[src/sv/dls_pkg.sv]
// Shared types, codes and the sigmoid table generator for the dense layer block.
// Used by every module of the block; depends on nothing else.

package dls_pkg;

  // Item kinds on the input channel. The fourth code is unused and ignored.
  localparam logic [1:0] KIND_WEIGHT = 2'd0;
  localparam logic [1:0] KIND_BIAS   = 2'd1;
  localparam logic [1:0] KIND_ACT    = 2'd2;

  // Configuration register indexes.
  localparam logic [1:0] CFG_INPUTS = 2'd0;
  localparam logic [1:0] CFG_NODES  = 2'd1;

  localparam int DEF_MAX_INPUTS      = 16;
  localparam int DEF_MAX_NODES       = 16;
  localparam int DEF_SIGMOID_ENTRIES = 256;

  localparam int VAL_W = 16;
  localparam int SUM_W = 32;
  localparam int ACT_W = 13;

  typedef enum logic [2:0] {
    S_IDLE,
    S_BIAS,
    S_RUN,
    S_DRAIN,
    S_SIGA,
    S_SIGB,
    S_OUT
  } dls_state_t;

  // Sequencer commands to the shared multiply-accumulate unit.
  typedef struct packed {
    logic issue;  // operand reads were issued this cycle
    logic clear;  // load the accumulator with the bias
    logic round;  // scale and saturate the finished sum
  } mac_ctl_t;

  // Restoring long division, evaluated only while building the sigmoid table.
  function automatic logic [63:0] udiv64(input logic [63:0] num, input logic [63:0] den);
    logic [63:0] q;
    logic [63:0] r;
    q = '0;
    r = '0;
    for (int i = 63; i >= 0; i--) begin
      r = {r[62:0], num[i]};
      if (r >= den) begin
        r    = r - den;
        q[i] = 1'b1;
      end
    end
    return q;
  endfunction

  // One table entry: sigmoid of z_k = -8 + k*16/entries, as unsigned Q1.12.
  function automatic logic [ACT_W-1:0] sig_entry(input int k, input int entries);
    logic [63:0] zoff;
    logic [63:0] u;
    logic [63:0] a;
    logic [63:0] a2;
    logic [63:0] a3;
    logic [63:0] a4;
    logic [63:0] e;
    logic [63:0] d;
    logic [63:0] s;
    logic        neg;
    zoff = udiv64(64'(k) * 64'd65536, 64'(entries));
    neg  = (zoff < 64'd32768);
    u    = neg ? (64'd32768 - zoff) : (zoff - 64'd32768);
    // exp(-u) in Q30: Taylor series of exp(-u/256), then squared eight times.
    a  = u << 10;
    a2 = (a * a) >> 30;
    a3 = (a2 * a) >> 30;
    a4 = (a3 * a) >> 30;
    e  = 64'd1073741824 - a;
    e  = e + (a2 >> 1);
    e  = e - (a3 / 64'd6);
    e  = e + (a4 / 64'd24);
    for (int i = 0; i < 8; i++) begin
      e = (e * e) >> 30;
    end
    d = 64'd1073741824 + e;
    s = udiv64((64'd1 << 42) + (d >> 1), d);
    return neg ? ACT_W'(64'd4096 - s) : ACT_W'(s);
  endfunction

endpackage

[src/sv/dls_sigmoid.sv]
// Sigmoid lookup: clip the sum to [-8,8), scale to a table index and read a
// constant table built at elaboration. Two register stages; uses dls_pkg.

module dls_sigmoid import dls_pkg::*; #(
  parameter int SIGMOID_ENTRIES = DEF_SIGMOID_ENTRIES
) (
  input  logic                    clk,
  input  logic signed [SUM_W-1:0] sum_q,
  output logic [ACT_W-1:0]        act_q
);

  localparam int SIG_W  = $clog2(SIGMOID_ENTRIES);
  localparam int PROD_W = 16 + $clog2(SIGMOID_ENTRIES + 1);

  logic [ACT_W-1:0]       sig_rom [SIGMOID_ENTRIES];
  logic signed [15:0]     off;
  logic [15:0]            off_u;
  logic [PROD_W-1:0]      prod;
  logic [PROD_W-17:0]     idx_wide;
  logic [SIG_W-1:0]       idx;
  logic [SIG_W-1:0]       idx_r;
  logic [ACT_W-1:0]       act_r;

  generate
    for (genvar k = 0; k < SIGMOID_ENTRIES; k++) begin : g_rom
      localparam logic [ACT_W-1:0] ENTRY = sig_entry(k, SIGMOID_ENTRIES);
      assign sig_rom[k] = ENTRY;
    end
  endgenerate

  always_comb begin
    if (sum_q > 32'sd32767) begin
      off = 16'sh7fff;
    end else if (sum_q < -32'sd32768) begin
      off = 16'sh8000;
    end else begin
      off = 16'(sum_q);
    end
    // Offset by +8.0 turns the clipped value into an unsigned fraction of the range.
    off_u    = {~off[15], off[14:0]};
    prod     = PROD_W'(off_u) * PROD_W'(SIGMOID_ENTRIES);
    idx_wide = prod[PROD_W-1:16];
    if (32'(idx_wide) >= SIGMOID_ENTRIES) begin
      idx = SIG_W'(SIGMOID_ENTRIES - 1);
    end else begin
      idx = SIG_W'(idx_wide);
    end
  end

  always_ff @(posedge clk) begin
    idx_r <= idx;
    act_r <= sig_rom[idx_r];
  end

  assign act_q = act_r;

endmodule

[config.mk]
export PLATFORM = sky130hd
export DESIGN_NAME = dls_sigmoid
export DESIGN_NICKNAME = d
export VERILOG_FILES = /design/src/sv/dls_pkg.sv /design/src/sv/dls_sigmoid.sv
export SDC_FILE = /design/constraint.sdc
export NUM_CORES = 1
export LEC_CHECK = 0
export BUFFER_PORTS_ARGS = -buffer_cell sky130_fd_sc_hd__buf_4
export CAP_MARGIN = 5
export CORE_MARGIN = 5
export CORE_UTILIZATION = 43
export CTS_BUF_LIST = sky130_fd_sc_hd__clkbuf_8 sky130_fd_sc_hd__clkbuf_16
export DETAILED_ROUTE_END_ITERATION = 16
export HOLD_SLACK_MARGIN = 0.03
export PLACE_DENSITY = 0.63
export SYNTH_ARGS = -nofsm -noshare
export SYNTH_HDL_FRONTEND = slang
export SYNTH_SLANG_ARGS = --single-unit
[constraint.sdc]
create_clock -name clk -period 3.8 [get_ports clk]
set_clock_uncertainty 0.15 [all_clocks]
set_input_delay 0.57 -clock clk [delete_from_list [all_inputs] [get_ports clk]]
set_output_delay 0.57 -clock clk [all_outputs]
set_load 0.02 [all_outputs]
==> flow_metrics.py <==
metrics = {
    "logic_synthesis": {
        "synth_top_cell_by_area": "dfxtp_1",
        "synthCells": 463,
        "netlist_area_sq_um": 3080,
        "async_reset_ff_share_pct": 0,
        "synth_common_cells": "nand2_1 (54), a21oi_1 (43), o21ai_0 (43)",
        "synth_xor_area_share_pct": 0.854,
        "synth_top_family_by_area": "compound AO/OA/AOI/OAI gates",
        "synth_seq_area_share_pct": 13.0,
        "synthDistinctLibCells": 67,
        "synth_nets": 510,
        "synth_most_common_cell": "nand2_1",
        "ys_top_cells_by_area": "dfxtp_1 (13%), a21oi_1 (7.0%), o21ai_0 (7.0%)",
        "synth_top_area_share_pct": 13.0,
        "synth-simple-area-share_pct": 24.1,
        "ys.warnings.count": 0,
        "synth-edff-count": 0,
        "synth-adder-area-share_pct": 5.69,
        "syn_avg_cell_area_sq_um": 6.65,
        "synth_compound_area_share_pct": 44.3,
        "synthMuxAreaShare_pct": 1.38,
        "ys.flop_type": "dfxtp_1",
        "ys_ff_latch": 20,
    },
    "floorplanning": {
        "start_util_pct": 44.8,
        "io_pins": 46,
        "dieArea_sq_um": 8950,
        "num_rows": 30,
        "coreArea_sq_um": 6870,
        "die_y_um": 94.6,
        "die_width_um": 94.6,
    },
    "sta": {
        "slew_headroom_pct": 30.7,
        "tns_ns": 0,
        "rsz0062_at_grt": "no",
        "hold_viol_final": 0,
        "finalCritPeriodShare_pct": 75.5,
        "fin_crit_ns": 2.87,
        "setup_violations": 0,
        "slew_violations": 0,
        "clock.fmax_mhz": 348,
        "worst_slew_pin_slew_ns": 1.03,
    },
    "detailed_routing": {
        "firstDrtPassIters": 6,
        "drt_iter0_drc": 761,
        "drtAntennaViolNets": 0,
        "via_per_inst": 7.03,
        "vias": 3921,
        "totalWireLength_um": 11800,
        "drt-wirelength-per-cell_um": 21.2,
        "post-route-drc-count": 0,
    },
    "clock_tree": {
        "htreeDepth": 1,
        "cts_resized": 0,
        "clk_path_buf_depth": 2,
        "clkLatencyLatePin_ns": 0.26,
        "cts_made_buffers": 3,
        "ctsRootBufferMaster": "clkbuf_8",
        "post_cts_buffers": 0,
        "clkTransAtPathRegs_ns": 0.08,
        "cts.sinks": 20,
        "ctsHoldBuffers": 0,
        "tritoncts": "built",
    },
    "critical_path": {
        "crit_required_ns": 3.81,
        "cp_max_fo": 15,
        "cp-end-kind": "flip-flop",
        "r2r_cells": 8,
        "cp-start-kind": "flip-flop",
        "crit_chain": "inv_1, ha_1, and2_1, nor2_1, mux4_2, a221oi_2, o211ai_1, o311a_1",
        "crit-reg2reg-launch": "idx_r[0]",
        "path_class": "reg -> reg",
        "crit_arrival_ns": 2.88,
        "worstReg2RegEnd": "act_q[2]",
        "reg2reg_slack_ns": 0.93,
        "critPathSlowestCell": "ha_1",
        "critPathMaxStageDelay_ns": 0.75,
    },
    "grt": {
        "grt_pass1_vias": 3316,
        "grt_use_met3_pct": 3.59,
        "grt_busiest_layer": "met2",
        "grt_pass1_wl_um": 18000,
        "grt_remaining_overflow": 0,
        "antenna_found_initial": 0,
        "grt_max_degree": 78,
        "grt_usage_pct": 25.8,
        "use_met1_pct": 35.7,
        "use_met2_pct": 39.9,
    },
    "cells_and_area": {
        "design_area_sq_um": 3340,
        "nFillCells": 715,
        "antenna_cells": 0,
        "final_nets": 510,
        "drive_above_1_share_pct": 13.6,
        "syn_to_final_growth_pct": 8.54,
    },
    "hold_path": {
        "hp-class": "in -> reg",
        "hold-path-endpoint": "idx_r[7]",
        "min_path_cells": 2,
        "worstHoldStart": "sum_q[31]",
    },
    "power": {
        "power.density_nw_per_um2": 274,
        "p_leak_uw": 0.00125,
        "peakVddDrop_mv": 0.182,
    },
    "place": {
        "place.gp.congestion": 1.00,
        "dp_hpwl_um": 7900,
        "placed_area_sq_um": 3290,
        "portBuffers": 36,
    },
    "flow_run": {
        "max_cap_violations": 0,
    },
    "status": {
        "status": "complete, no violations",
    },
}
per-stage QoR:
| step | utilization [%] | setup slack [ns] | power, uW | hold WS, ns | instances |
|---|---|---|---|---|---|
| finish | 48.6 | 0.929 | 915 | 0.322 | 558 |
| global route | 48.6 | 0.823 | 957 | 0.322 | 558 |
| CTS | 48.6 | 0.991 | 899 | 0.322 | 558 |
| detailed placement | 47.8 | 0.990 | 731 | 0.526 | 554 |
| global placement | 47.8 | 0.996 | 731 | 0.523 | 554 |
| floorplan | - | 1.05 | 592 | 0.179 | 463 |
power breakdown:
| group | switching, uW | internal (uW) |
|---|---|---|
| Sequential | 18.4 | 233 |
| Clock | 76.0 | 92.6 |
| Combinational | 314 | 181 |
how the worst max path moves through the flow:
stage	startpoint	end	slack, ns
after detailed placement	idx_r[0]	act_q[2]	0.99
after global routing	idx_r[3]	act_q[7]	0.82
final	idx_r[0]	act_q[2]	0.93
after floorplan	idx_r[1]	act_q[2]	1.05
after CTS	idx_r[0]	act_q[2]	0.99
after global placement	idx_r[0]	act_q[2]	1.0
layer usage:
layer | vias to the layer above | routed length, um
met2 | 316 | 5280
met5 | - | 0
met1 | 1788 | 4570
met3 | 64 | 1490
li1 | 1753 | -
met4 | 0 | 512
placed cells by master, fill, tap and decap left out, types with 4 or more instances in the layout:
master,n
clkbuf_8,4
o211ai_1,8
nand4_1,6
a221oi_1,7
a31oi_1,12
a2111oi_0,5
nor2_1,34
a311oi_1,5
dfxtp_1,17
o21a_1,8
nor3_1,9
o311ai_0,7
nor4_1,5
nand2_1,54
o22ai_1,10
o31ai_1,6
nor2b_1,10
o2111ai_1,6
nand2b_1,14
nand3_1,6
buf_4,47
ha_1,14
a21oi_1,43
a211oi_1,10
inv_1,12
a211o_1,4
o21ai_0,43
kinds of logic after synthesis:
| kind of cell | Yosys count |
|---|---|
| other cells | 1 |
| mux | 3 |
| xor+xnor | 3 |
| compound gates | 201 |
| fa+ha+maj | 14 |
| simple gates | 155 |
| flops | 20 |
| buf+inv | 66 |
layout make-up:
type | count | area, sq um | area share, %
tap | 96 | 120 | 3.60
multi-input combinational | 377 | 2360 | 70.5
inverter | 14 | 52.6 | 1.57
timing repair buffer | 47 | 353 | 10.6
clock buffer | 4 | 55.1 | 1.65
sequential | 20 | 404 | 12.1
flip-flops by register name, indices dropped and copies added (netlist names):
name	flops
act_q	12
idx_r	8
critical path, delay by kind of cell, from the launching register on:
kind,cells,cell delay [ns]
buffers and inverters,1,0.13
AOI/OAI and AO/OA,3,0.51
muxes,1,0.48
DFF,1,0.33
adders and majority gates,1,0.75
and+or+nand+nor,2,0.41
(Power assumes the default switching activity.)
