<file path="src/sv/dls_pkg.sv">
// Shared types, codes and the sigmoid table generator for the dense layer block.
// Used by every module of the block; depends on nothing else.

package dls_pkg;

  // Item kinds on the input channel. The fourth code is unused and ignored.
  localparam logic [1:0] KIND_WEIGHT = 2'd0;
  localparam logic [1:0] KIND_BIAS   = 2'd1;
  localparam logic [1:0] KIND_ACT    = 2'd2;

  // Configuration register indexes.
  localparam logic [1:0] CFG_INPUTS = 2'd0;
  localparam logic [1:0] CFG_NODES  = 2'd1;

  localparam int DEF_MAX_INPUTS      = 16;
  localparam int DEF_MAX_NODES       = 16;
  localparam int DEF_SIGMOID_ENTRIES = 256;

  localparam int VAL_W = 16;
  localparam int SUM_W = 32;
  localparam int ACT_W = 13;

  typedef enum logic [2:0] {
    S_IDLE,
    S_BIAS,
    S_RUN,
    S_DRAIN,
    S_SIGA,
    S_SIGB,
    S_OUT
  } dls_state_t;

  // Sequencer commands to the shared multiply-accumulate unit.
  typedef struct packed {
    logic issue;  // operand reads were issued this cycle
    logic clear;  // load the accumulator with the bias
    logic round;  // scale and saturate the finished sum
  } mac_ctl_t;

  // Restoring long division, evaluated only while building the sigmoid table.
  function automatic logic [63:0] udiv64(input logic [63:0] num, input logic [63:0] den);
    logic [63:0] q;
    logic [63:0] r;
    q = '0;
    r = '0;
    for (int i = 63; i >= 0; i--) begin
      r = {r[62:0], num[i]};
      if (r >= den) begin
        r    = r - den;
        q[i] = 1'b1;
      end
    end
    return q;
  endfunction

  // One table entry: sigmoid of z_k = -8 + k*16/entries, as unsigned Q1.12.
  function automatic logic [ACT_W-1:0] sig_entry(input int k, input int entries);
    logic [63:0] zoff;
    logic [63:0] u;
    logic [63:0] a;
    logic [63:0] a2;
    logic [63:0] a3;
    logic [63:0] a4;
    logic [63:0] e;
    logic [63:0] d;
    logic [63:0] s;
    logic        neg;
    zoff = udiv64(64'(k) * 64'd65536, 64'(entries));
    neg  = (zoff < 64'd32768);
    u    = neg ? (64'd32768 - zoff) : (zoff - 64'd32768);
    // exp(-u) in Q30: Taylor series of exp(-u/256), then squared eight times.
    a  = u << 10;
    a2 = (a * a) >> 30;
    a3 = (a2 * a) >> 30;
    a4 = (a3 * a) >> 30;
    e  = 64'd1073741824 - a;
    e  = e + (a2 >> 1);
    e  = e - (a3 / 64'd6);
    e  = e + (a4 / 64'd24);
    for (int i = 0; i < 8; i++) begin
      e = (e * e) >> 30;
    end
    d = 64'd1073741824 + e;
    s = udiv64((64'd1 << 42) + (d >> 1), d);
    return neg ? ACT_W'(64'd4096 - s) : ACT_W'(s);
  endfunction

endpackage

</file>
<file path="src/sv/dls_mac.sv">
// Shared multiply-accumulate unit: one product per cycle, bias preload,
// then floor scaling by 2^12, saturated to 32 bits if wider. Uses dls_pkg.

module dls_mac import dls_pkg::*; #(
  parameter int MAX_INPUTS = DEF_MAX_INPUTS,
  localparam int ACC_W     = 31 + $clog2(MAX_INPUTS + 1)
) (
  input  logic                    clk,
  input  logic                    rst_n,
  input  mac_ctl_t                ctl,
  input  logic signed [VAL_W-1:0] weight_q,
  input  logic signed [VAL_W-1:0] bias_q,
  input  logic signed [VAL_W-1:0] act_q,
  output logic                    busy,
  output logic signed [SUM_W-1:0] sum_q
);

  localparam int SH_W = ACC_W - 12;

  logic                      iss_d_r;
  logic                      mul_vld_r;
  logic signed [2*VAL_W-1:0] mul_r;
  logic signed [ACC_W-1:0]   acc_r;
  logic signed [SH_W-1:0]    sh;
  logic signed [SUM_W-1:0]   sat;
  logic signed [SUM_W-1:0]   sum_r;

  always_ff @(posedge clk) begin
    if (!rst_n) begin
      iss_d_r   <= 1'b0;
      mul_vld_r <= 1'b0;
    end else begin
      iss_d_r   <= ctl.issue;
      mul_vld_r <= iss_d_r;
    end
  end

  always_ff @(posedge clk) begin
    if (iss_d_r) begin
      mul_r <= act_q * weight_q;
    end
    if (ctl.clear) begin
      acc_r <= {{(ACC_W - VAL_W - 12){bias_q[VAL_W-1]}}, bias_q, 12'b0};
    end else if (mul_vld_r) begin
      acc_r <= acc_r + ACC_W'(mul_r);
    end
    if (ctl.round) begin
      sum_r <= sat;
    end
  end

  // Arithmetic shift gives rounding toward minus infinity.
  assign sh = acc_r[ACC_W-1:12];

  generate
    if (SH_W > SUM_W) begin : g_sat
      localparam logic signed [SH_W-1:0] ZMAX = SH_W'(32'sh7fff_ffff);
      localparam logic signed [SH_W-1:0] ZMIN = SH_W'(32'sh8000_0000);
      always_comb begin
        if (sh > ZMAX) begin
          sat = 32'sh7fff_ffff;
        end else if (sh < ZMIN) begin
          sat = 32'sh8000_0000;
        end else begin
          sat = SUM_W'(sh);
        end
      end
    end else begin : g_nosat
      assign sat = SUM_W'(sh);
    end
  endgenerate

  assign busy  = iss_d_r | mul_vld_r;
  assign sum_q = sum_r;

endmodule

</file>
<file path="config.mk">
export PLATFORM = sky130hd
export DESIGN_NAME = dls_mac
export DESIGN_NICKNAME = d
export VERILOG_FILES = /design/src/sv/dls_pkg.sv /design/src/sv/dls_mac.sv
export SDC_FILE = /design/constraint.sdc
export NUM_CORES = 1
export LEC_CHECK = 0
export ABC_CLOCK_PERIOD_IN_PS = 7090
export BUFFER_PORTS_ARGS = -buffer_cell sky130_fd_sc_hd__buf_2
export CAP_MARGIN = 20
export CORE_MARGIN = 1.5
export CORE_UTILIZATION = 50
export CTS_BUF_LIST = sky130_fd_sc_hd__clkbuf_4 sky130_fd_sc_hd__clkbuf_8 sky130_fd_sc_hd__clkbuf_16
export CTS_CLUSTER_DIAMETER = 100
export CTS_CLUSTER_SIZE = 16
export DETAILED_ROUTE_END_ITERATION = 10
export PLACE_DENSITY = 0.68
export SLEW_MARGIN = 20
export SYNTH_ARGS = -nofsm -noshare
export SYNTH_HDL_FRONTEND = slang
export SYNTH_SLANG_ARGS = --single-unit
</file>
<file path="constraint.sdc">
create_clock -name clk -period 7.09 [get_ports clk]
set_input_delay 1.418 -clock clk [delete_from_list [all_inputs] [get_ports clk]]
set_output_delay 1.418 -clock clk [all_outputs]
set_load 0.1 [all_outputs]
</file>
==> results.py <==
metrics = {
    "run_status": {
        "status": "completed",
    },
    "sta": {
        "maxSlewViolCount": 0,
        "setup_viol": 0,
        "period_needed_ns": 6.88,
        "hold_slack_ns": 0.457,
        "skew_ns": 0.00938,
        "clock.fmax_ghz": 0.145,
        "worstMarginPinSlew_ns": 1.01,
        "tns_ns": 0,
        "hold_viol": 0,
        "maxSlewHeadroom": 0.326,
        "finalCritPeriodShare": 0.970,
        "rsz0062_at_grt": "false",
        "timing.final.ws_setup_ns": 0.211,
    },
    "clocking": {
        "insertion_delay_ns": 0.35,
        "cts_buffers": 9,
        "cts_hold_buf": 0,
        "clockBufferDepth": 2,
        "clock-sinks": 94,
        "cts_tree": "yes",
        "cts.clk_slew.worst_paths_ns": 0.07,
        "cts_max_level": 3,
        "clockRootBuffer": "clkbuf_16",
    },
    "global_route": {
        "grt_pass1_vias": 11100,
        "grt_pass1_wl_mm": 52.6,
        "grt_usage": 0.211,
        "antenna_found_initial": 0,
        "overflow": 0,
        "grt_max_degree": 35,
    },
    "final_layout": {
        "drive_gt1_frac": 0.149,
        "fill_cells": 2564,
        "finalInstanceArea_sq_mm": 0.0168,
        "final_cell_mix": "327 x inv_1, 262 x fa_1, 158 x nand2_1, 125 x and2_1, 123 x buf_4",
        "diodes": 0,
        "area_growth_pct": 13.3,
        "nets": 2138,
        "layout_commonest_cell": "inv_1",
    },
    "worst_setup_path": {
        "critPathRequiredTime_ns": 7.19,
        "start_kind": "input pin",
        "path_max_fanout": 9,
        "endpoint_kind": "flop",
        "crit_arrival_ns": 6.98,
        "path_class": "input pin to flop",
        "slowest_delay_ns": 0.54,
        "cpMaxStageDelayCell": "fa_1",
        "critPathMostFrequentCell": "fa_1",
        "worstPathCellList": "buf_2, and2_1, fa_1, inv_1, fa_1, fa_1, inv_1, fa_1, fa_1, inv_1, fa_1, inv_1, ha_4, a31o_2, buf_4, a211oi_2, o21ai_2, a221o_2, nor4_4, or4_1, and3_4, a21oi_2, xor2_1",
    },
    "route": {
        "wl_met2_mm": 14.2,
        "drt_wl_total_mm": 31.0,
        "detail_route.first_pass.iterations": 5,
        "highest_layer": "met4",
        "ant_nets": 0,
        "via_per_inst": 5.04,
        "drc": 0,
        "num_vias": 10600,
        "wl_met1_mm": 15.1,
        "drtIter0Drc": 483,
        "dr_wl_met3_mm": 1.29,
        "wl_per_cell_microns": 14.8,
    },
    "yosys": {
        "yosysWarnings": 0,
        "synth_seq_cells": 94,
        "syn_area_sq_mm": 0.0148,
        "synth_area_leaders": "fa_1 35%, edfxtp_1 16%, ha_1 9.9%",
        "seq_area_frac_synth": 0.181,
        "syn_nets": 1968,
        "synth-edff-count": 80,
        "synth.top_cell.area_share": 0.355,
        "yosysUniqueCellTypes": 62,
        "yosys.area.top_type": "fa_1",
        "synthFlopType": "edfxtp_1",
        "avgSynthCellArea_sq_um": 9.67,
        "syn_inst": 1535,
        "async_flop_share": 0,
    },
    "floorplan": {
        "start_util": 0.513,
        "dieArea_sq_mm": 0.0307,
        "rows": 62,
        "dieWidth_microns": 175,
        "pin_count": 86,
        "core-area_sq_mm": 0.0289,
        "fp.dieH_microns": 175,
    },
    "job": {
        "maxCapViolCount": 0,
    },
    "min_path": {
        "holdCritPathClass": "flop to flop",
    },
    "placed_design": {
        "hpwlAfterDp_mm": 27.0,
        "gp_congestion": 0.895,
        "place_ws_ns": -0.243,
        "placed_cell_area_sq_mm": 0.0165,
        "io_buffers": 85,
    },
}
## repair_timing
action | 4_1_cts | 5_1_grt
setup buffers | 0 | 1
gates resized for setup | 0 | 10
endpoints found under the hold margin | 0 | 0
endpoints found under the setup margin | 0 | 4
## registers in the layout, indices dropped and copies added (netlist names)
signal and flops:
mul_r 32, sum_q 24, acc_r 36, iss_d_r 1
mul_vld_r 1
## critical path: cells and delay by family
family | cells | cell delay (ns)
adders and majority gates | 7 | 3.20
buffers and inverters | 6 | 0.52
xor gates and xnor gates | 1 | 0.13
AOI/OAI and AO/OA | 5 | 1.01
and+or+nand+nor | 4 | 0.68
## logic make-up (layout without fill, tap and decap cells)
| group | Yosys count | count (layout) | share of synthesized area |
|---|---|---|---|
| and+or+nand+nor | 411 | 411 | 0.137 |
| muxes | 6 | 6 | 0.00405 |
| AOI/OAI and AO/OA | 206 | 206 | 0.0909 |
| xor gates and xnor gates | 62 | 62 | 0.0366 |
| DFF | 94 | 94 | 0.181 |
| buffers and inverters | 376 | 551 | 0.0971 |
| adders and majority gates | 380 | 380 | 0.453 |
## cell type report
cell class / count / area (sq um) / share of cell area
Clock buffer: 12 / 260 / 0.0155
Clock inverter: 4 / 37.5 / 0.00223
Inverter: 328 / 1230 / 0.0732
Multi-Input combinational cell: 1065 / 10800 / 0.641
Sequential cell: 94 / 2680 / 0.159
Tap cell: 384 / 480 / 0.0286
Timing Repair Buffer: 207 / 1340 / 0.0799
## final timing paths
kind                  start        end  slack [ns]  depth (start not counted)
setup / recovery   act_q[9]  mul_r[30]        0.21                         23
hold / removal    acc_r[34]  sum_q[22]        0.46                          0
setup reg to reg   mul_r[0]  acc_r[32]        3.76                         13
hold reg to reg   acc_r[34]  sum_q[22]        0.46                          0
## layer usage
metal	global-route usage	vias to the layer above
met4	0.0413	0
met1	0.297	5170
met3	0.0225	26
met5	0	-
li1	-	5122
met2	0.358	242
## synth_stat cells, drive strengths merged (4+ instances only)
library cell	number
o21bai	9
nand2	159
dfxtp	14
o211ai	10
and2	125
nand2b	16
edfxtp	80
nand3	12
and3	5
a211oi	8
xor2	18
o41ai	5
or2	4
or4	6
nor2b	6
o21a	7
ha	117
o21ai	58
a21o	23
clkbuf	38
nand4	4
nor3	11
fa	263
nor2	56
a31oi	5
xnor2	44
inv	328
buf	10
mux2i	6
a21oi	63
## metrics by stage
step	util	instances
floorplan	-	1535
global placement	0.569	2077
detailed placement	0.569	2077
CTS	0.579	2093
global route	0.581	2094
finish	0.581	2094
Power is not shown: default switching activity piles up to over one toggle a cycle in this logic, so the estimate is an artifact.
