## src/sv/dls_pkg.sv

```systemverilog
// Shared types, codes and the sigmoid table generator for the dense layer block.
// Used by every module of the block; depends on nothing else.

package dls_pkg;

  // Item kinds on the input channel. The fourth code is unused and ignored.
  localparam logic [1:0] KIND_WEIGHT = 2'd0;
  localparam logic [1:0] KIND_BIAS   = 2'd1;
  localparam logic [1:0] KIND_ACT    = 2'd2;

  // Configuration register indexes.
  localparam logic [1:0] CFG_INPUTS = 2'd0;
  localparam logic [1:0] CFG_NODES  = 2'd1;

  localparam int DEF_MAX_INPUTS      = 16;
  localparam int DEF_MAX_NODES       = 16;
  localparam int DEF_SIGMOID_ENTRIES = 256;

  localparam int VAL_W = 16;
  localparam int SUM_W = 32;
  localparam int ACT_W = 13;

  typedef enum logic [2:0] {
    S_IDLE,
    S_BIAS,
    S_RUN,
    S_DRAIN,
    S_SIGA,
    S_SIGB,
    S_OUT
  } dls_state_t;

  // Sequencer commands to the shared multiply-accumulate unit.
  typedef struct packed {
    logic issue;  // operand reads were issued this cycle
    logic clear;  // load the accumulator with the bias
    logic round;  // scale and saturate the finished sum
  } mac_ctl_t;

  // Restoring long division, evaluated only while building the sigmoid table.
  function automatic logic [63:0] udiv64(input logic [63:0] num, input logic [63:0] den);
    logic [63:0] q;
    logic [63:0] r;
    q = '0;
    r = '0;
    for (int i = 63; i >= 0; i--) begin
      r = {r[62:0], num[i]};
      if (r >= den) begin
        r    = r - den;
        q[i] = 1'b1;
      end
    end
    return q;
  endfunction

  // One table entry: sigmoid of z_k = -8 + k*16/entries, as unsigned Q1.12.
  function automatic logic [ACT_W-1:0] sig_entry(input int k, input int entries);
    logic [63:0] zoff;
    logic [63:0] u;
    logic [63:0] a;
    logic [63:0] a2;
    logic [63:0] a3;
    logic [63:0] a4;
    logic [63:0] e;
    logic [63:0] d;
    logic [63:0] s;
    logic        neg;
    zoff = udiv64(64'(k) * 64'd65536, 64'(entries));
    neg  = (zoff < 64'd32768);
    u    = neg ? (64'd32768 - zoff) : (zoff - 64'd32768);
    // exp(-u) in Q30: Taylor series of exp(-u/256), then squared eight times.
    a  = u << 10;
    a2 = (a * a) >> 30;
    a3 = (a2 * a) >> 30;
    a4 = (a3 * a) >> 30;
    e  = 64'd1073741824 - a;
    e  = e + (a2 >> 1);
    e  = e - (a3 / 64'd6);
    e  = e + (a4 / 64'd24);
    for (int i = 0; i < 8; i++) begin
      e = (e * e) >> 30;
    end
    d = 64'd1073741824 + e;
    s = udiv64((64'd1 << 42) + (d >> 1), d);
    return neg ? ACT_W'(64'd4096 - s) : ACT_W'(s);
  endfunction

endpackage

```

## src/sv/dls_store.sv

```systemverilog
// Weight, bias and activation memories of the dense layer block.
// Single write port per memory, registered reads; uses dls_pkg.

module dls_store import dls_pkg::*; #(
  parameter int MAX_INPUTS = DEF_MAX_INPUTS,
  parameter int MAX_NODES  = DEF_MAX_NODES,
  localparam int IDX_W     = (MAX_INPUTS > 1) ? $clog2(MAX_INPUTS) : 1,
  localparam int NODE_W    = (MAX_NODES > 1) ? $clog2(MAX_NODES) : 1
) (
  input  logic                    clk,
  input  logic                    wr_weight,
  input  logic                    wr_bias,
  input  logic                    wr_act,
  input  logic [NODE_W-1:0]       wr_node,
  input  logic [IDX_W-1:0]        wr_idx,
  input  logic signed [VAL_W-1:0] wr_value,
  input  logic [NODE_W-1:0]       rd_node,
  input  logic [IDX_W-1:0]        rd_idx,
  output logic signed [VAL_W-1:0] weight_q,
  output logic signed [VAL_W-1:0] bias_q,
  output logic signed [VAL_W-1:0] act_q
);

  localparam int DEPTH   = MAX_INPUTS * MAX_NODES;
  localparam int WADDR_W = (DEPTH > 1) ? $clog2(DEPTH) : 1;

  logic signed [VAL_W-1:0] weight_mem [DEPTH];
  logic signed [VAL_W-1:0] bias_mem   [MAX_NODES];
  logic signed [VAL_W-1:0] act_mem    [MAX_INPUTS];

  logic [WADDR_W-1:0] wr_waddr;
  logic [WADDR_W-1:0] rd_waddr;

  // Weights are laid out row by row, one row of MAX_INPUTS per node.
  assign wr_waddr = WADDR_W'(wr_node) * WADDR_W'(MAX_INPUTS) + WADDR_W'(wr_idx);
  assign rd_waddr = WADDR_W'(rd_node) * WADDR_W'(MAX_INPUTS) + WADDR_W'(rd_idx);

  always_ff @(posedge clk) begin
    if (wr_weight) begin
      weight_mem[wr_waddr] <= wr_value;
    end
    if (wr_bias) begin
      bias_mem[wr_node] <= wr_value;
    end
    if (wr_act) begin
      act_mem[wr_idx] <= wr_value;
    end
  end

  always_ff @(posedge clk) begin
    weight_q <= weight_mem[rd_waddr];
    bias_q   <= bias_mem[rd_node];
    act_q    <= act_mem[rd_idx];
  end

endmodule

```

## config.mk

```make
export PLATFORM = sky130hd
export DESIGN_NAME = dls_store
export DESIGN_NICKNAME = d
export VERILOG_FILES = /design/src/sv/dls_pkg.sv /design/src/sv/dls_store.sv
export SDC_FILE = /design/constraint.sdc
export NUM_CORES = 2
export LEC_CHECK = 0
export BUFFER_PORTS_ARGS = -buffer_cell sky130_fd_sc_hd__buf_2
export CORE_ASPECT_RATIO = 0.5
export CORE_UTILIZATION = 25
export CTS_BUF_LIST = sky130_fd_sc_hd__clkbuf_2 sky130_fd_sc_hd__clkbuf_4 sky130_fd_sc_hd__clkbuf_8
export DETAILED_ROUTE_END_ITERATION = 10
export GPL_ROUTABILITY_DRIVEN = 0
export PLACE_DENSITY = 0.43
export SLEW_MARGIN = 20
export SYNTH_ARGS = -nofsm -noshare
export SYNTH_HDL_FRONTEND = slang
export SYNTH_MEMORY_MAX_BITS = 65536
export SYNTH_SLANG_ARGS = --single-unit
```

## constraint.sdc

```tcl
create_clock -name clk -period 2.51 [get_ports clk]
set_input_delay 0.251 -clock clk [delete_from_list [all_inputs] [get_ports clk]]
set_output_delay 0.251 -clock clk [all_outputs]
set_load 0.01 [all_outputs]
```

==> metrics.csv <==
stage;metric;value;unit
logic_synthesis;syn_nets;8234;
cells_and_area;syn2layout_area_growth;22.20;%
logic_synthesis;yosysWarnings;0;
sta;finalSetupViolations;7;
sta;rsz0062_at_grt;true;
logic_synthesis;ys.flop_type;edfxtp_1;
drt;drtAntennaViolNets;0;
logic_synthesis;async_flop_share;0;%
cells_and_area;fin_area;219600;um2
pwr;powerDensity;732.3;nW/um2
placement;numPortBuffers;83;
floorplanning;ios;84;
cells_and_area;nets;9973;
sta;fin_crit;2584;ps
sta;setup_slack;-73.80;ps
pwr;power.switching;0.03755;W
worst_setup_path;worstPathCellList;dlygate4sd3_1, buf_2, buf_4, nand3b_1, or2_2, buf_4, nor3_1, a2111oi_4, nand3_1, nor3b_2, buf_4, and4_1;
grt;track_usage;15.59;%
grt;antenna_found_initial;61;
clock_network;numCtsBuffers;733;
min_path;hp-start;wr_value[8];
outcome;status;finished, violations left;
sta;slew_viol_final;0;
clock_network;htreeDepth;6;
logic_synthesis;synth_area_per_cell;21.92;um2
logic_synthesis;mappedNetlistArea;179700;um2
cells_and_area;final_util;30.77;%
logic_synthesis;synth_edf_count;4608;
placement;dp_hpwl;361500;um
logic_synthesis;ys_ff_latch;4656;
pwr;swShare;23.35;%
worst_setup_path;cp_slowest_cell;dlygate4sd3_1;
pwr;p_clk_share;40.1;%
floorplanning;die_h;601.5;um
min_path;hold_class;input port to flop;
worst_setup_path;crit_top_cell;buf_4;
pwr;p_leak;70.34;nW
floorplanning;fp.dieArea;722500;um2
pwr;p_seq_share;53.5;%
sta;slew_headroom;13.88;%
worst_setup_path;required;3680;ps
pwr;pwr-share-comb;6.4;%
sta;clock_skew;99.25;ps
drt;wire_per_inst;28.91;um
cells_and_area;drive_above_1_share;36.68;%
clock_network;cts_tree;yes;
logic_synthesis;ys_seq_area_share;77.53;%
worst_setup_path;critical_path.endpoint_type;flop;
pwr;p_total;0.1608;W
drt;drc;0;
drt;drt-pass1-iter-count;5;
worst_setup_path;cp_data_arrival_time;3760;ps
pwr;power.internal;0.1233;W
logic_synthesis;netlist_instances;8198;
worst_setup_path;crit_fanout;7;
clock_network;clock-root-buffer;clkbuf_8;
floorplanning;start_util;25.18;%
clock_network;clockBufferDepth;4;
pwr;peakVddDrop;541.2;uV
clock_network;numClockSinks;4656;
floorplanning;row_count;219;
drt;vias;92320;
cells_and_area;final.fill_count;69162;
clock_network;clk_pin_slew_worst_paths;60;ps
logic_synthesis;synth_cell_types;74;
min_path;whs_endpoint;act_mem[6][8]$_DFFE_PP_;
cells_and_area;final_cell_mix;edfxtp_1, mux4_2, buf_4;
min_path;min_path_cells;3;
grt;grt_overflow;0;
drt;drt_iter0_markers;8788;
sta;max_freq;387.0;MHz
worst_setup_path;r2r_setup_slack;-30;ps
clock_network;clk_latency;1320;ps
worst_setup_path;start_kind;input port;
placement;dpl_cell_area;204100;um2
outcome;violations;negative setup slack;
floorplanning;design.core.area;713800;um2
cells_and_area;final_common_cell;edfxtp_1;
worst_setup_path;critical_path_class;input port to flop;
drt;route.final.wire_length;579700;um
drt;vias_per_cell;4.603;
floorplanning;chipWidth;1201;um
sta;worst_slew_pin_slew;1292;ps
worst_setup_path;worstReg2RegStart;weight_mem[63][6]$_DFFE_PP_;
sta;setup_tns;-263.5;ps
grt;grt_pass1_wl;796700;um
grt;grt_pass1_vias;95505;
sta;finalCritPeriodShare;102.9;%
worst_setup_path;crit_path_max_incr_delay;600;ps
placement;place_ws;-1373;ps
job;maxCapViolCount;0;
grt;grt_max_degree;97;
sta;hold_violations;0;
worst_setup_path;reg2reg_depth;8;
worst_setup_path;r2r_end;weight_q[6]$_DFF_P_;
-- layer usage --
layer  vias to the layer above  share of wire [%]  track usage (%)
li1                      38451                  -                -
met1                     50412                 46            22.20
met2                      2749                 47            25.27
met3                       704                5.0            2.106
met4                         4                2.3            3.715
met5                         -             0.0038                0
-- layout make-up --
cell class / instances / area (um2) / area share [%]
antenna: 25 / 62.56 / 0.02849
multi-input combinational: 3050 / 37790 / 17.21
timing repair buffer: 1490 / 16130 / 7.344
inverter: 6 / 38.79 / 0.01766
clock inverter: 288 / 1778 / 0.8096
tap: 9503 / 11890 / 5.414
clock buffer: 1038 / 12590 / 5.733
sequential: 4656 / 139300 / 63.45
-- metrics by stage --
step | cells | hold WS (ps)
detailed placement | 18640 | 546.7
floorplan | 8198 | 349.9
global placement | 18640 | 533.9
CTS | 20031 | 10.84
finish | 20056 | 123.9
global route | 20040 | 82.58
-- cells in the mapped netlist (5+ instances only) --
master	n	area share [%]
edfxtp_1	4608	77
mux4_2	968	12
mux2i_1	552	3.1
nor2_1	346	0.72
clkbuf_1	177	0.37
o221ai_1	176	0.86
nand2_1	175	0.37
o22ai_1	173	0.60
a21oi_1	132	0.37
nor3_1	118	0.33
buf_2	92	0.26
o21ai_0	72	0.20
buf_6	58	0.36
buf_1	50	0.10
dfxtp_1	48	0.53
nand3_1	44	0.12
mux4_1	41	0.60
a22oi_1	40	0.17
buf_8	39	0.33
buf_4	34	0.14
buf_12	31	0.35
a211oi_1	24	0.10
mux2_2	16	0.10
nor2b_1	13	0.045
nand4_1	10	0.035
a2111oi_0	9	0.044
nor4_1	9	0.031
or3_1	9	0.031
a221oi_1	8	0.039
and3_1	8	0.028
a2111oi_2	7	0.058
a22o_1	7	0.034
and4_1	7	0.034
nand2b_1	6	0.021
nor4_2	6	0.042
o311ai_0	6	0.029
o311ai_1	6	0.029
a31oi_1	5	0.017
o211ai_1	5	0.021
-- repair_timing --
item / 4_1_cts / 5_1_grt
cloned: 0 / 0
setup endpoints to repair: 18 / 11
resized for setup: 41 / 34
setup buffers: 0 / 1
pin swaps: 5 / 14
hold buffers: 65 / 0
hold endpoints to repair: 7676 / 0
-- worst max-delay path by stage --
stage	startpoint	endpoint	slack [ps]
6_report	rd_node[2]	weight_q[11]$_DFF_P_	-70
5_1_grt	weight_mem[63][6]$_DFFE_PP_	weight_q[6]$_DFF_P_	-130
3_3_place_gp	rd_idx[0]	weight_q[6]$_DFF_P_	-1370
3_5_place_dp	rd_idx[0]	weight_q[6]$_DFF_P_	-1370
4_1_cts	weight_mem[52][6]$_DFFE_PP_	weight_q[6]$_DFF_P_	-120
2_1_floorplan	rd_idx[0]	act_q[0]$_DFF_P_	100
-- state kept, by name (all words and copies together) (netlist names) --
register    cells
weight_mem   4096
act_mem       256
bias_mem      256
act_q          16
bias_q         16
weight_q       16
-- cells by family (layout without fill, tap and decap cells) --
kind of cell	Yosys count	in the layout	share of synthesized area [%]
other	0	25	0
buffers and inverters	492	2822	1.937
AO/OA/AOI/OAI	695	695	2.699
multiplexers	1577	1577	15.90
flip-flops	4656	4656	77.53
AND/OR/NAND/NOR	778	778	1.934
-- power groups by stage --
| stage | registers [W] | clock network [W] | logic, W |
|---|---|---|---|
| global placement | 0.0878 | 0 | 0.0100 |
| CTS | 0.0861 | 0.0664 | 0.0104 |
| global route | 0.0861 | 0.0696 | 0.0107 |
| detailed placement | 0.0878 | 0 | 0.0101 |
| floorplan | 0.0876 | 0 | 0.00436 |
| finish | 0.0861 | 0.0645 | 0.0102 |
-- critical path: cells and delay by family --
family          cells  cell delay (ps)
compound gates      1              110
simple gates        6             1830
buf+inv             5             1510
Power figures use the tool's default switching activity.
